## src/rtl/mbd_pkg.sv

```systemverilog
`default_nettype none
// ----------------------------------------------------------------------------
// mbd_pkg
// Shared types, constants and the channel averaging function of the mip box
// downsampler.
// ----------------------------------------------------------------------------
package mbd_pkg;

   localparam int PIXEL_W         = 32;
   localparam int DEST_WIDTH_W    = 12;
   localparam int DEST_HEIGHT_W   = 16;
   localparam int ROW_W           = 16;
   localparam int MAX_DEST_HEIGHT = 32768;
   localparam int CSR_INDEX_W     = 2;
   localparam int CSR_DATA_W      = 16;
   localparam int QUEUE_DEPTH     = 4;

   // Configuration register indexes.
   localparam logic [CSR_INDEX_W-1:0] REG_DEST_WIDTH  = 2'd0;
   localparam logic [CSR_INDEX_W-1:0] REG_DEST_HEIGHT = 2'd1;
   localparam logic [CSR_INDEX_W-1:0] REG_HALVE_X     = 2'd2;
   localparam logic [CSR_INDEX_W-1:0] REG_HALVE_Y     = 2'd3;

   // What the back end does with a horizontal result.
   typedef enum logic [1:0] {
      OP_PASS,
      OP_STORE,
      OP_BLEND
   } op_type;

   // One entry of the queue between front and back end.
   typedef struct packed {
      logic [PIXEL_W-1:0] pixel;
      op_type             op;
      logic               row_end;
      logic               region_end;
   } entry_type;

   // One finished destination pixel.
   typedef struct packed {
      logic [PIXEL_W-1:0] pixel;
      logic               row_end;
      logic               region_end;
   } result_type;

   // Per byte channel average of two pixels, truncating.
   function automatic logic [PIXEL_W-1:0] avg_bytes(input logic [PIXEL_W-1:0] a,
                                                    input logic [PIXEL_W-1:0] b);
      logic [PIXEL_W-1:0] r;
      logic [8:0]         s;
      r = '0;
      for (int k = 0; k < 4; k++) begin
         s = {1'b0, a[8*k +: 8]} + {1'b0, b[8*k +: 8]};
         r[8*k +: 8] = s[8:1];
      end
      return r;
   endfunction

endpackage
`default_nettype wire

```

## src/rtl/mbd_queue.sv

```systemverilog
`default_nettype none
// ----------------------------------------------------------------------------
// mbd_queue
// Small register queue with occupancy count; depth is a power of two.
// ----------------------------------------------------------------------------
module mbd_queue import mbd_pkg::*; #(
   parameter int WIDTH = 32,
   parameter int DEPTH = 4,
   localparam int PTR_W = (DEPTH > 1) ? $clog2(DEPTH) : 1,
   localparam int CNT_W = $clog2(DEPTH + 1)
) (
   input  wire logic             clock,
   input  wire logic             reset,
   input  wire logic             push,
   input  wire logic [WIDTH-1:0] push_data,
   input  wire logic             pop,
   output logic      [WIDTH-1:0] pop_data,
   output logic                  empty,
   output logic                  full,
   output logic      [CNT_W-1:0] count
);

   logic [WIDTH-1:0] slot_ff [DEPTH];
   logic [PTR_W-1:0] wr_ptr_ff, wr_ptr_in;
   logic [PTR_W-1:0] rd_ptr_ff, rd_ptr_in;
   logic [CNT_W-1:0] count_ff, count_in;
   logic             do_push, do_pop;

   assign empty    = (count_ff == '0);
   assign full     = (count_ff == CNT_W'(DEPTH));
   assign count    = count_ff;
   assign pop_data = slot_ff[rd_ptr_ff];
   assign do_push  = push && !full;
   assign do_pop   = pop && !empty;

   // Pointer and count updates for each transfer.
   always_comb begin
      wr_ptr_in = do_push ? PTR_W'((32'(wr_ptr_ff) + 1) % DEPTH) : wr_ptr_ff;
      rd_ptr_in = do_pop  ? PTR_W'((32'(rd_ptr_ff) + 1) % DEPTH) : rd_ptr_ff;
      count_in  = count_ff;
      if (do_push && !do_pop) begin
         count_in = count_ff + CNT_W'(1);
      end else if (do_pop && !do_push) begin
         count_in = count_ff - CNT_W'(1);
      end
   end

   always_ff @(posedge clock) begin
      if (reset) begin
         wr_ptr_ff <= '0;
         rd_ptr_ff <= '0;
         count_ff  <= '0;
      end else begin
         wr_ptr_ff <= wr_ptr_in;
         rd_ptr_ff <= rd_ptr_in;
         count_ff  <= count_in;
      end
   end

   // Storage; no reset needed on payload.
   always_ff @(posedge clock) begin
      if (do_push) begin
         slot_ff[wr_ptr_ff] <= push_data;
      end
   end

endmodule
`default_nettype wire

```

## config.mk

```make
export PLATFORM = sky130hd
export DESIGN_NAME = mbd_queue
export DESIGN_NICKNAME = d
export VERILOG_FILES = /design/src/rtl/mbd_pkg.sv /design/src/rtl/mbd_queue.sv
export SDC_FILE = /design/constraint.sdc
export NUM_CORES = 1
export LEC_CHECK = 0
export ABC_AREA = 1
export BUFFER_PORTS_ARGS = -buffer_cell sky130_fd_sc_hd__buf_2
export CORE_MARGIN = 8
export CORE_UTILIZATION = 50
export DETAILED_ROUTE_END_ITERATION = 8
export PLACE_DENSITY = 0.71
export SLEW_MARGIN = 15
export SYNTH_ARGS = -nofsm -noshare
export SYNTH_HDL_FRONTEND = slang
export SYNTH_SLANG_ARGS = --single-unit
```

## constraint.sdc

```tcl
create_clock -name clock -period 2.72 [get_ports clock]
set_clock_uncertainty 0.05 [all_clocks]
set_input_delay 0.136 -clock clock [delete_from_list [all_inputs] [get_ports clock]]
set_output_delay 0.136 -clock clock [all_outputs]
set_load 0.1 [all_outputs]
```

==> flow_summary.yaml <==
run_status:
  outcome: "complete, no violations"
flow_run:
  cap_viol_max_count: 0
logic_synthesis:
  synth_commonest_cells: "sky130_fd_sc_hd__edfxtp_1, sky130_fd_sc_hd__nor2_1, sky130_fd_sc_hd__o21ai_0"
  avgSynthCellArea_um2: 13.9
  netlist.top_cell.by_area: "sky130_fd_sc_hd__edfxtp_1"
  post-synth-top-area-fraction: 0.729
  post_synth_num_cell_types: 22
  synth.ff_latch_count: 137
  synth.yosys.warnings: 0
  mappedNetlistNets: 421
  synth_area_leaders: "sky130_fd_sc_hd__edfxtp_1, sky130_fd_sc_hd__nor2_1, sky130_fd_sc_hd__o22ai_1"
  syn_area_um2: 5270
  netlist_instances: 379
  synth_ff_type: "sky130_fd_sc_hd__edfxtp_1"
  count_of_flip_flops_with_a_built_in_enable_after_synthesis: 128
  ys_seq_area_frac: 0.764
  yosys.cell_count.top_type: "sky130_fd_sc_hd__edfxtp_1"
  asyncSetResetFlopFracSynth: 0
cts:
  postCtsSetupRepairBufs: 0
  clk_transition_reported_paths_ns: 0.06
  cts.htree.levels: 4
  clock_path_buffers: 2
  numCtsBuffers: 17
  clock-root-buffer: "sky130_fd_sc_hd__clkbuf_8"
  cts.sink_count: 137
  clkLatencyLatePin_ns: 0.51
  tritoncts: "built"
setup_path:
  critical_path.max_fanout: 64
  crit_required_ns: 2.53
  critical_path_sink_type: "primary output"
  cp_data_arrival_time_ns: 2.22
  crit_path_start_kind: "flip-flop"
  timing_worst_setup_path_type: "flip-flop to primary output"
sta:
  final_critical_path_setup_slack_ns: 0.318
  tightestPinTransition_ns: 0.638
  fmax_mhz: 416
  layout_min_cycle_time_ns: 2.40
  max_slew_headroom_at_the_worst_pin: 0.574
  post-route-period-util: 0.883
  rsz0062_at_grt: "no"
  final-hold-violation-count: 0
  slew_viols_final: 0
  final.hold.worst_slack_ns: 0.325
  setup_violations: 0
floorplan:
  die-height_um: 119
  std_cell_rows: 37
  io-pin-count: 73
  initial_utilization: 0.513
  design.die.area_um2: 14100
  floorplan.die.width_um: 119
  core_area_um2: 10300
power:
  pwr-share-comb: 0.399
  worst_ir_drop_on_vdd_uv: 849
  cellPowerDensity_nw_per_um2: 1220
  netSwitchingFraction: 0.459
  share_seq_of_total_power: 0.331
  pwr-share-clk: 0.270
  total_power_mw: 8.19
  total_switching_power_mw: 3.76
  cellLeakagePower_nw: 2.47
  p_int_mw: 4.43
place:
  placed_cell_area_um2: 5780
  detailed_place_hpwl_um: 6440
  gp_congestion: 0.719
  worst_slack_placed_ns: 0.548
  dp.cells: 575
  placement.io_buffers: 72
grt:
  global_route.peak_usage_layer: "met2"
  wire_length_of_the_first_global_routing_pass_um: 17700
  grt_max_degree: 65
  global_route.usage.met1: 0.185
  grt_util_all_layers: 0.161
  gr-usage-met3: 0.0481
  globalRouteOverflowTotal: 0
  grt_pass1_vias: 3538
  grt_antenna_before_repair: 0
  grt_util_met2: 0.278
finish:
  instances_no_fill: 643
  fin_nets: 536
  drive_above_1_share: 0.235
  filler_cell_count: 787
  postLayoutCellArea_um2: 6720
  areaGrowthSynthToFinish_pct: 27.5
  insertedDiodeCount: 0
hold_path:
  timing.hold.worst.class: "primary input to flip-flop"
detailed_routing:
  tritonroute_pass_1_iters: 4
  post_drt_via_cell_ratio: 5.20
  count_of_vias_placed_by_the_detailed_router: 3346
  detail_route.wl_per_cell_um: 16.9
  drt_iter0_drc: 277
  route.final.wire_length_um: 10800
  final_antenna_net_count: 0
  drcViolationCount: 0
## state kept, by name (all words and copies together), names as in the netlist, named ones only
| name | cells |
|---|---|
| count | 3 |
| wr_ptr_ff | 2 |
| rd_ptr_ff | 2 |
| slot_ff | 128 |
## cells in the final DEF, fill, tap and decap left out, types with 2 or more instances in the layout
master / instances
sky130_fd_sc_hd__buf_12: 4
sky130_fd_sc_hd__dlygate4sd3_1: 36
sky130_fd_sc_hd__a21oi_1: 3
sky130_fd_sc_hd__o21ai_1: 28
sky130_fd_sc_hd__inv_1: 16
sky130_fd_sc_hd__dfxtp_1: 8
sky130_fd_sc_hd__clkinv_4: 4
sky130_fd_sc_hd__clkbuf_16: 16
sky130_fd_sc_hd__edfxtp_1: 128
sky130_fd_sc_hd__inv_6: 6
sky130_fd_sc_hd__nor2_4: 4
sky130_fd_sc_hd__ha_1: 5
sky130_fd_sc_hd__nand3_1: 4
sky130_fd_sc_hd__buf_4: 3
sky130_fd_sc_hd__buf_2: 72
sky130_fd_sc_hd__o21ai_0: 37
sky130_fd_sc_hd__nand2_1: 14
sky130_fd_sc_hd__o22ai_1: 32
sky130_fd_sc_hd__nor2_1: 73
sky130_fd_sc_hd__bufinv_16: 2
## power groups by stage
stage               sequential, mW  clock (mW)  combinational (mW)
floorplan                     2.80           0                2.68
global placement              2.74           0                3.21
detailed placement            2.76           0                3.24
CTS                           2.71        2.24                3.29
global route                  2.74        2.34                3.43
finish                        2.71        2.21                3.27
## logic make-up after synthesis
| kind of cell | count (synthesis) | synth area share |
|---|---|---|
| AOI/OAI and AO/OA | 100 | 0.103 |
| xor gates and xnor gates | 1 | 0.00166 |
| adders and majority gates | 6 | 0.0157 |
| buffers and inverters | 37 | 0.0442 |
| DFF | 137 | 0.764 |
| and+or+nand+nor | 98 | 0.0724 |
## path summary, 6_finish.rpt
| path | endpoint | slack (ns) | cells after the start | from |
|---|---|---|---|---|
| max | pop_data[27] | 0.32 | 4 | flip-flop |
| min | slot_ff[1][23] | 0.33 | 2 | push_data[23] |
| max reg2reg | count[2] | 0.60 | 13 | count[0] |
| min reg2reg | flip-flop | 0.47 | 2 | rd_ptr_ff[0] |
## per-stage QoR
step	utilization	TNS, ns
detailed placement	0.562	0
finish	0.654	0
global route	0.654	0
CTS	0.654	0
global placement	0.562	0
floorplan	-	-59.46
## critical path, stage by stage (launching register included)
cell,delay [ns]
sky130_fd_sc_hd__dfxtp_4,0.49
sky130_fd_sc_hd__inv_8,0.35
sky130_fd_sc_hd__o21ai_0,0.14
sky130_fd_sc_hd__o22ai_1,0.23
sky130_fd_sc_hd__buf_2,0.48
## per-layer routing
layer,vias to the layer above,part of all wire
met1,1617,0.41
met2,92,0.53
li1,1627,-
met4,0,0.0089
met5,-,0
met3,10,0.058
## repair_timing
item,4_1_cts,5_1_grt
resized for setup,1,0
endpoints found under the setup margin,1,0
hold buffers,36,0
hold endpoints to repair,137,0
## cell type report
cell class / count / area [um2] / area share
Tap cell: 136 / 170 / 0.0253
Sequential cell: 137 / 4030 / 0.600
Timing Repair Buffer: 115 / 823 / 0.123
Inverter: 18 / 75.1 / 0.0112
Clock inverter: 15 / 164 / 0.0244
Clock buffer: 17 / 414 / 0.0617
Multi-Input combinational cell: 205 / 1040 / 0.155
Power figures use the tool's default switching activity.
