[src/rtl/mbd_pkg.sv]
`default_nettype none
// ----------------------------------------------------------------------------
// mbd_pkg
// Shared types, constants and the channel averaging function of the mip box
// downsampler.
// ----------------------------------------------------------------------------
package mbd_pkg;

   localparam int PIXEL_W         = 32;
   localparam int DEST_WIDTH_W    = 12;
   localparam int DEST_HEIGHT_W   = 16;
   localparam int ROW_W           = 16;
   localparam int MAX_DEST_HEIGHT = 32768;
   localparam int CSR_INDEX_W     = 2;
   localparam int CSR_DATA_W      = 16;
   localparam int QUEUE_DEPTH     = 4;

   // Configuration register indexes.
   localparam logic [CSR_INDEX_W-1:0] REG_DEST_WIDTH  = 2'd0;
   localparam logic [CSR_INDEX_W-1:0] REG_DEST_HEIGHT = 2'd1;
   localparam logic [CSR_INDEX_W-1:0] REG_HALVE_X     = 2'd2;
   localparam logic [CSR_INDEX_W-1:0] REG_HALVE_Y     = 2'd3;

   // What the back end does with a horizontal result.
   typedef enum logic [1:0] {
      OP_PASS,
      OP_STORE,
      OP_BLEND
   } op_type;

   // One entry of the queue between front and back end.
   typedef struct packed {
      logic [PIXEL_W-1:0] pixel;
      op_type             op;
      logic               row_end;
      logic               region_end;
   } entry_type;

   // One finished destination pixel.
   typedef struct packed {
      logic [PIXEL_W-1:0] pixel;
      logic               row_end;
      logic               region_end;
   } result_type;

   // Per byte channel average of two pixels, truncating.
   function automatic logic [PIXEL_W-1:0] avg_bytes(input logic [PIXEL_W-1:0] a,
                                                    input logic [PIXEL_W-1:0] b);
      logic [PIXEL_W-1:0] r;
      logic [8:0]         s;
      r = '0;
      for (int k = 0; k < 4; k++) begin
         s = {1'b0, a[8*k +: 8]} + {1'b0, b[8*k +: 8]};
         r[8*k +: 8] = s[8:1];
      end
      return r;
   endfunction

endpackage
`default_nettype wire

[src/rtl/mbd_front.sv]
`default_nettype none
// ----------------------------------------------------------------------------
// mbd_front
// Accepts source pixels, tracks the source position, pairs pixels
// horizontally and classifies each horizontal result for the back end.
// ----------------------------------------------------------------------------
module mbd_front import mbd_pkg::*; #(
   parameter int MAX_DEST_WIDTH = 2048,
   localparam int IDX_W = (MAX_DEST_WIDTH > 1) ? $clog2(MAX_DEST_WIDTH) : 1
) (
   input  wire logic                   clock,
   input  wire logic                   reset,
   // Source pixel channel
   input  wire logic                   accept,
   input  wire logic [PIXEL_W-1:0]     in_pixel,
   // Configuration writes
   input  wire logic                   csr_we,
   input  wire logic [CSR_INDEX_W-1:0] csr_index,
   input  wire logic [CSR_DATA_W-1:0]  csr_wdata,
   // Towards the middle queue
   output logic                        mid_push,
   output entry_type                   mid_entry,
   output logic      [IDX_W-1:0]       mid_dcol
);

   localparam int DW_W  = $clog2(MAX_DEST_WIDTH + 1);
   localparam int COL_W = $clog2(2 * MAX_DEST_WIDTH);
   localparam int SW_W  = COL_W + 1;
   localparam int SH_W  = ROW_W + 1;

   logic [DW_W-1:0]          dw_ff;
   logic [DEST_HEIGHT_W-1:0] dh_ff;
   logic                     halve_x_ff, halve_y_ff;
   logic [COL_W-1:0]         column_ff, column_in;
   logic [ROW_W-1:0]         row_ff, row_in;
   logic [PIXEL_W-1:0]       pair_hold_ff, pair_hold_in;

   logic [DEST_WIDTH_W-1:0]  wr_width;
   logic [DEST_HEIGHT_W-1:0] wr_height;
   logic [DW_W-1:0]          dw_clamped;
   logic [DEST_HEIGHT_W-1:0] dh_clamped;

   logic [SW_W-1:0]          src_w;
   logic [SH_W-1:0]          src_h;
   logic [COL_W-1:0]         col;
   logic [ROW_W-1:0]         row;
   logic                     last_src_col, last_src_row;
   logic [COL_W-1:0]         dcol;
   logic [ROW_W-1:0]         drow;
   logic                     row_end;

   // Sizes are clamped into range as they are written.
   assign wr_width  = csr_wdata[DEST_WIDTH_W-1:0];
   assign wr_height = csr_wdata[DEST_HEIGHT_W-1:0];

   always_comb begin
      if (wr_width == '0) begin
         dw_clamped = DW_W'(1);
      end else if (32'(wr_width) > 32'(MAX_DEST_WIDTH)) begin
         dw_clamped = DW_W'(MAX_DEST_WIDTH);
      end else begin
         dw_clamped = DW_W'(wr_width);
      end
      if (wr_height == '0) begin
         dh_clamped = DEST_HEIGHT_W'(1);
      end else if (32'(wr_height) > 32'(MAX_DEST_HEIGHT)) begin
         dh_clamped = DEST_HEIGHT_W'(MAX_DEST_HEIGHT);
      end else begin
         dh_clamped = wr_height;
      end
   end

   // Source region size and the current position, saturated into it.
   always_comb begin
      src_w = halve_x_ff ? SW_W'({dw_ff, 1'b0}) : SW_W'(dw_ff);
      src_h = halve_y_ff ? SH_W'({dh_ff, 1'b0}) : SH_W'(dh_ff);
      col   = (SW_W'(column_ff) < src_w) ? column_ff : COL_W'(src_w - SW_W'(1));
      row   = (SH_W'(row_ff) < src_h) ? row_ff : ROW_W'(src_h - SH_W'(1));
      last_src_col = (SW_W'(col) == src_w - SW_W'(1));
      last_src_row = (SH_W'(row) == src_h - SH_W'(1));
      dcol    = halve_x_ff ? (col >> 1) : col;
      drow    = halve_y_ff ? (row >> 1) : row;
      row_end = (SW_W'(dcol) == SW_W'(dw_ff) - SW_W'(1));
   end

   // Classification of the accepted pixel.
   always_comb begin
      pair_hold_in          = pair_hold_ff;
      mid_push              = 1'b0;
      mid_entry.pixel       = in_pixel;
      mid_entry.op          = OP_PASS;
      mid_entry.row_end     = row_end;
      mid_entry.region_end  = row_end && (drow == dh_ff - DEST_HEIGHT_W'(1));
      mid_dcol              = IDX_W'(dcol);
      if (halve_x_ff) begin
         mid_entry.pixel = avg_bytes(pair_hold_ff, in_pixel);
      end
      if (halve_y_ff) begin
         mid_entry.op = row[0] ? OP_BLEND : OP_STORE;
      end
      if (accept) begin
         if (halve_x_ff && !col[0]) begin
            pair_hold_in = in_pixel;
         end else begin
            mid_push = 1'b1;
         end
      end
   end

   // Position stepping on every transfer.
   always_comb begin
      column_in = column_ff;
      row_in    = row_ff;
      if (accept) begin
         if (last_src_col) begin
            column_in = '0;
            row_in    = last_src_row ? '0 : row + ROW_W'(1);
         end else begin
            column_in = col + COL_W'(1);
            row_in    = row;
         end
      end
   end

   always_ff @(posedge clock) begin
      if (reset) begin
         dw_ff        <= DW_W'(1);
         dh_ff        <= DEST_HEIGHT_W'(1);
         halve_x_ff   <= 1'b1;
         halve_y_ff   <= 1'b1;
         column_ff    <= '0;
         row_ff       <= '0;
         pair_hold_ff <= '0;
      end else begin
         column_ff    <= column_in;
         row_ff       <= row_in;
         pair_hold_ff <= pair_hold_in;
         if (csr_we) begin
            unique case (csr_index)
               REG_DEST_WIDTH:  dw_ff      <= dw_clamped;
               REG_DEST_HEIGHT: dh_ff      <= dh_clamped;
               REG_HALVE_X:     halve_x_ff <= csr_wdata[0];
               REG_HALVE_Y:     halve_y_ff <= csr_wdata[0];
               default: ;
            endcase
         end
      end
   end

endmodule
`default_nettype wire

[config.mk]
export PLATFORM = sky130hd
export DESIGN_NAME = mbd_front
export DESIGN_NICKNAME = d
export VERILOG_FILES = /design/src/rtl/mbd_pkg.sv /design/src/rtl/mbd_front.sv
export SDC_FILE = /design/constraint.sdc
export NUM_CORES = 1
export LEC_CHECK = 0
export BUFFER_PORTS_ARGS = -buffer_cell sky130_fd_sc_hd__buf_2
export CAP_MARGIN = 20
export CORE_UTILIZATION = 42
export DETAILED_ROUTE_END_ITERATION = 8
export PLACE_DENSITY = 0.61
export SLEW_MARGIN = 5
export SYNTH_ARGS = -nofsm -noshare
export SYNTH_HDL_FRONTEND = slang
export SYNTH_SLANG_ARGS = --single-unit
export TNS_END_PERCENT = 50
[constraint.sdc]
create_clock -name clock -period 5.2 [get_ports clock]
set_input_delay 0.52 -clock clock [delete_from_list [all_inputs] [get_ports clock]]
set_output_delay 0.52 -clock clock [all_outputs]
set_load 0.05 [all_outputs]
==> flow_summary.toml <==
[die]
fp.dieH_um = 153
start_util_pct = 43.4
coreArea_um2 = 22100
die-area_um2 = 23500
num_rows = 54
ioPinCount = 102
die_w_um = 153

[yosys]
yosysTopAreaCell = "dfxtp_1"
async_flop_share_pct = 0
synth_top_area_share_pct = 18.8
yosys_warnings = 0
netlist_area_um2 = 9590
syn_area_per_cell_um2 = 7.62
synth_fp_nets = 1377
synth_cells = 1259
ys_types = 82
ys_seq_area_share_pct = 18.8
synth-edff-count = 0
synth_area_leaders = "dfxtp_1 (19%), xnor2_1 (8.2%), ha_1 (7.8%), a21oi_1 (6.8%), nand2_1 (5.1%)"
synthFlopType = "dfxtp_1"
synth-seq-cells = 90

[routing]
finalWirelength_um = 30200
antenna_left = 0
drt-initial-drc-count = 686
vias_per_cell = 5.88
post-route-drc-count = 0
dr_total_vias = 9560
drt_pass1_iterations = 5
routedWlPerCell_um = 18.6

[place]
place_congestion = 0.925
dp.final_hpwl_um = 22800
dpl_worst_slack_ns = 0.396
port_buffers = 101
place_area_um2 = 10600

[global_route]
grt_pass1_vias = 8917
grt_remaining_overflow = 0
grt_max_degree = 79
antenna_found_initial = 0
grt_pass1_wl_um = 48300
grt_use_total_pct = 25.5

[setup_path]
cp.arrival_ns = 4.37
worst-r2r-cell-count = 13
worstSetupStartpoint = "dh_ff[14]"
required_ns = 4.68
r2r_slack_ns = 0.47
cp_max_fo = 11
critPathKind = "register to primary output"
reg2reg_to = "row_ff[15]"
r2r_start = "dw_ff[0]"
cp-end-kind = "primary output"
worstSetupStartpointType = "register"

[power_and_ir_drop]
peakVddDrop_mv = 0.765
p_per_area_nw_per_um2 = 608
p_leak_nw = 4.61
fin_total_pwr_mw = 6.69

[clock_tree]
cts-root-buf = "clkbuf_16"
cts_tree = "yes"
clk_path_buf_depth = 2
h-tree-depth = 3
cts_num_sinks = 90
clk_pin_slew_ns = 0.08
clkLatencyLatePin_ns = 0.37
numCtsBuffers = 9

[status]
status = "finished clean"

[sta]
layout_worst_path_cycle_share_pct = 94.0
clock_skew_ns = 0.0143
rsz0062_at_grt = "no"
tns_ns = 0
hold_viol = 0
finalSetupViolCount = 0
max_slew.worst_pin.slew_ns = 1.08
fin_ws_ns = 0.311
period_needed_ns = 4.89
slew_headroom_pct = 27.9
fmaxAchievable_ghz = 0.205
slew_violations = 0

[cells_and_area]
antennaDiodeCount = 0
nets = 1459
syn_to_final_growth_pct = 14.7
drive_gt1_share_pct = 18.1
finalInstanceArea_um2 = 11000

[job]
maxCapViolations = 0

[hold_path]
holdPathStages = 3
min_to = "pair_hold_ff[27]"
min_from = "in_pixel[27]"
hold_path.class = "primary input to register"
repair_timing:
item | CTS | global route
buffers inserted | 0 | 2
hold buffers | 0 | 0
pin swaps | 0 | 1
resized for setup | 1 | 23
gates cloned | 0 | 1
setup endpoints to repair | 1 | 2
registers in the layout, summed over array words and instances (netlist names):
| name | cells |
|---|---|
| dh_ff | 16 |
| dw_ff | 12 |
| halve_x_ff | 1 |
| row_ff | 16 |
| column_ff | 12 |
| halve_y_ff | 1 |
| pair_hold_ff | 32 |
how the worst max path moves through the flow:
| stage | endpoint | slack (ns) | cells after the start |
|---|---|---|---|
| 2_1_floorplan | mid_entry[0] | 0.09 | 18 |
| 3_3_place_gp | mid_entry[0] | 0.44 | 14 |
| 3_5_place_dp | mid_entry[0] | 0.40 | 15 |
| 4_1_cts | mid_entry[0] | 0.07 | 17 |
| 5_1_grt | mid_entry[0] | 0.005 | 14 |
| 6_report | mid_entry[0] | 0.31 | 14 |
report_power, final:
part           leakage (nW)  switching (mW)  total (mW)  internal, mW
sequential            0.733           0.173       0.996         0.822
clock                 0.156           0.341       0.729         0.388
combinational          3.72            3.10        4.96          1.86
total                  4.61            3.62        6.69          3.07
cell usage in the layout, fill, tap and decap left out, types with 19 or more instances in the layout:
master     n
o21ai_0   48
buf_4     50
a21oi_1  130
buf_2    100
nand2_1  130
nor2b_1   19
ha_1      60
mux2i_1   33
nor2_1    94
dfxtp_1   85
nand3_1   29
xor2_1    51
mux2_2    24
inv_1     44
nor3_1    35
xnor2_1   90
through the flow:
stage,hold WS (ns),cells,util (%)
2_1_floorplan,0.440,1259,-
3_5_place_dp,0.453,1607,47.9
3_3_place_gp,0.445,1607,47.9
6_report,0.410,1626,49.8
5_1_grt,0.406,1626,49.8
4_1_cts,0.406,1623,49.3
per-layer routing:
| layer | vias to the layer above | GRT usage, % | routed length [um] |
|---|---|---|---|
| li1 | 4707 | - | - |
| met1 | 4484 | 36.4 | 14400 |
| met2 | 338 | 39.4 | 13100 |
| met3 | 31 | 4.76 | 2180 |
| met4 | 0 | 6.01 | 503 |
| met5 | - | 0 | 0 |
Yosys cell counts, types with 20 or more instances:
library cell / instances
dfxtp_1: 90
a21oi_1: 130
mux2i_1: 42
inv_1: 44
o21ai_0: 48
nand2_1: 130
mux2_2: 24
nor3_1: 36
xnor2_1: 90
nand3_1: 29
nor4_1: 20
ha_1: 60
clkbuf_1: 67
xor2_1: 51
nor2_1: 94
final cells by class:
type	count	area, um^2
Fill cell	2202	11100
Multi-Input combinational cell	1037	7400
Sequential cell	90	1810
Timing Repair Buffer	157	956
Tap cell	280	350
Clock buffer	9	225
Inverter	46	173
Clock inverter	7	90.1
worst max-delay path, stage by stage, from the launching register on:
cell	delay (ns)
dfxtp_1	0.49
nand2_1	0.18
a21boi_2	0.22
ha_1	0.32
and4_1	0.26
o41ai_2	0.13
o41ai_4	0.46
buf_6	0.26
mux2i_1	0.39
xor2_1	0.26
mux2i_1	0.10
o21ai_0	0.20
a32oi_1	0.16
nor4b_4	0.29
clkbuf_4	0.29
cells by family (layout without fill, tap and decap cells):
group                    count (synthesis)  after routing  share of synthesized area, %
AND/OR/NAND/NOR                        422            422                          22.1
AO/OA/AOI/OAI                          331            331                          22.2
buffers and inverters                  132            219                          5.40
XOR/XNOR                               150            150                          15.0
multiplexers                            69             69                          7.81
flip-flops                              90             90                          18.8
adder cells (fa/ha/maj)                 65             65                          8.76
(Power assumes the default switching activity.)
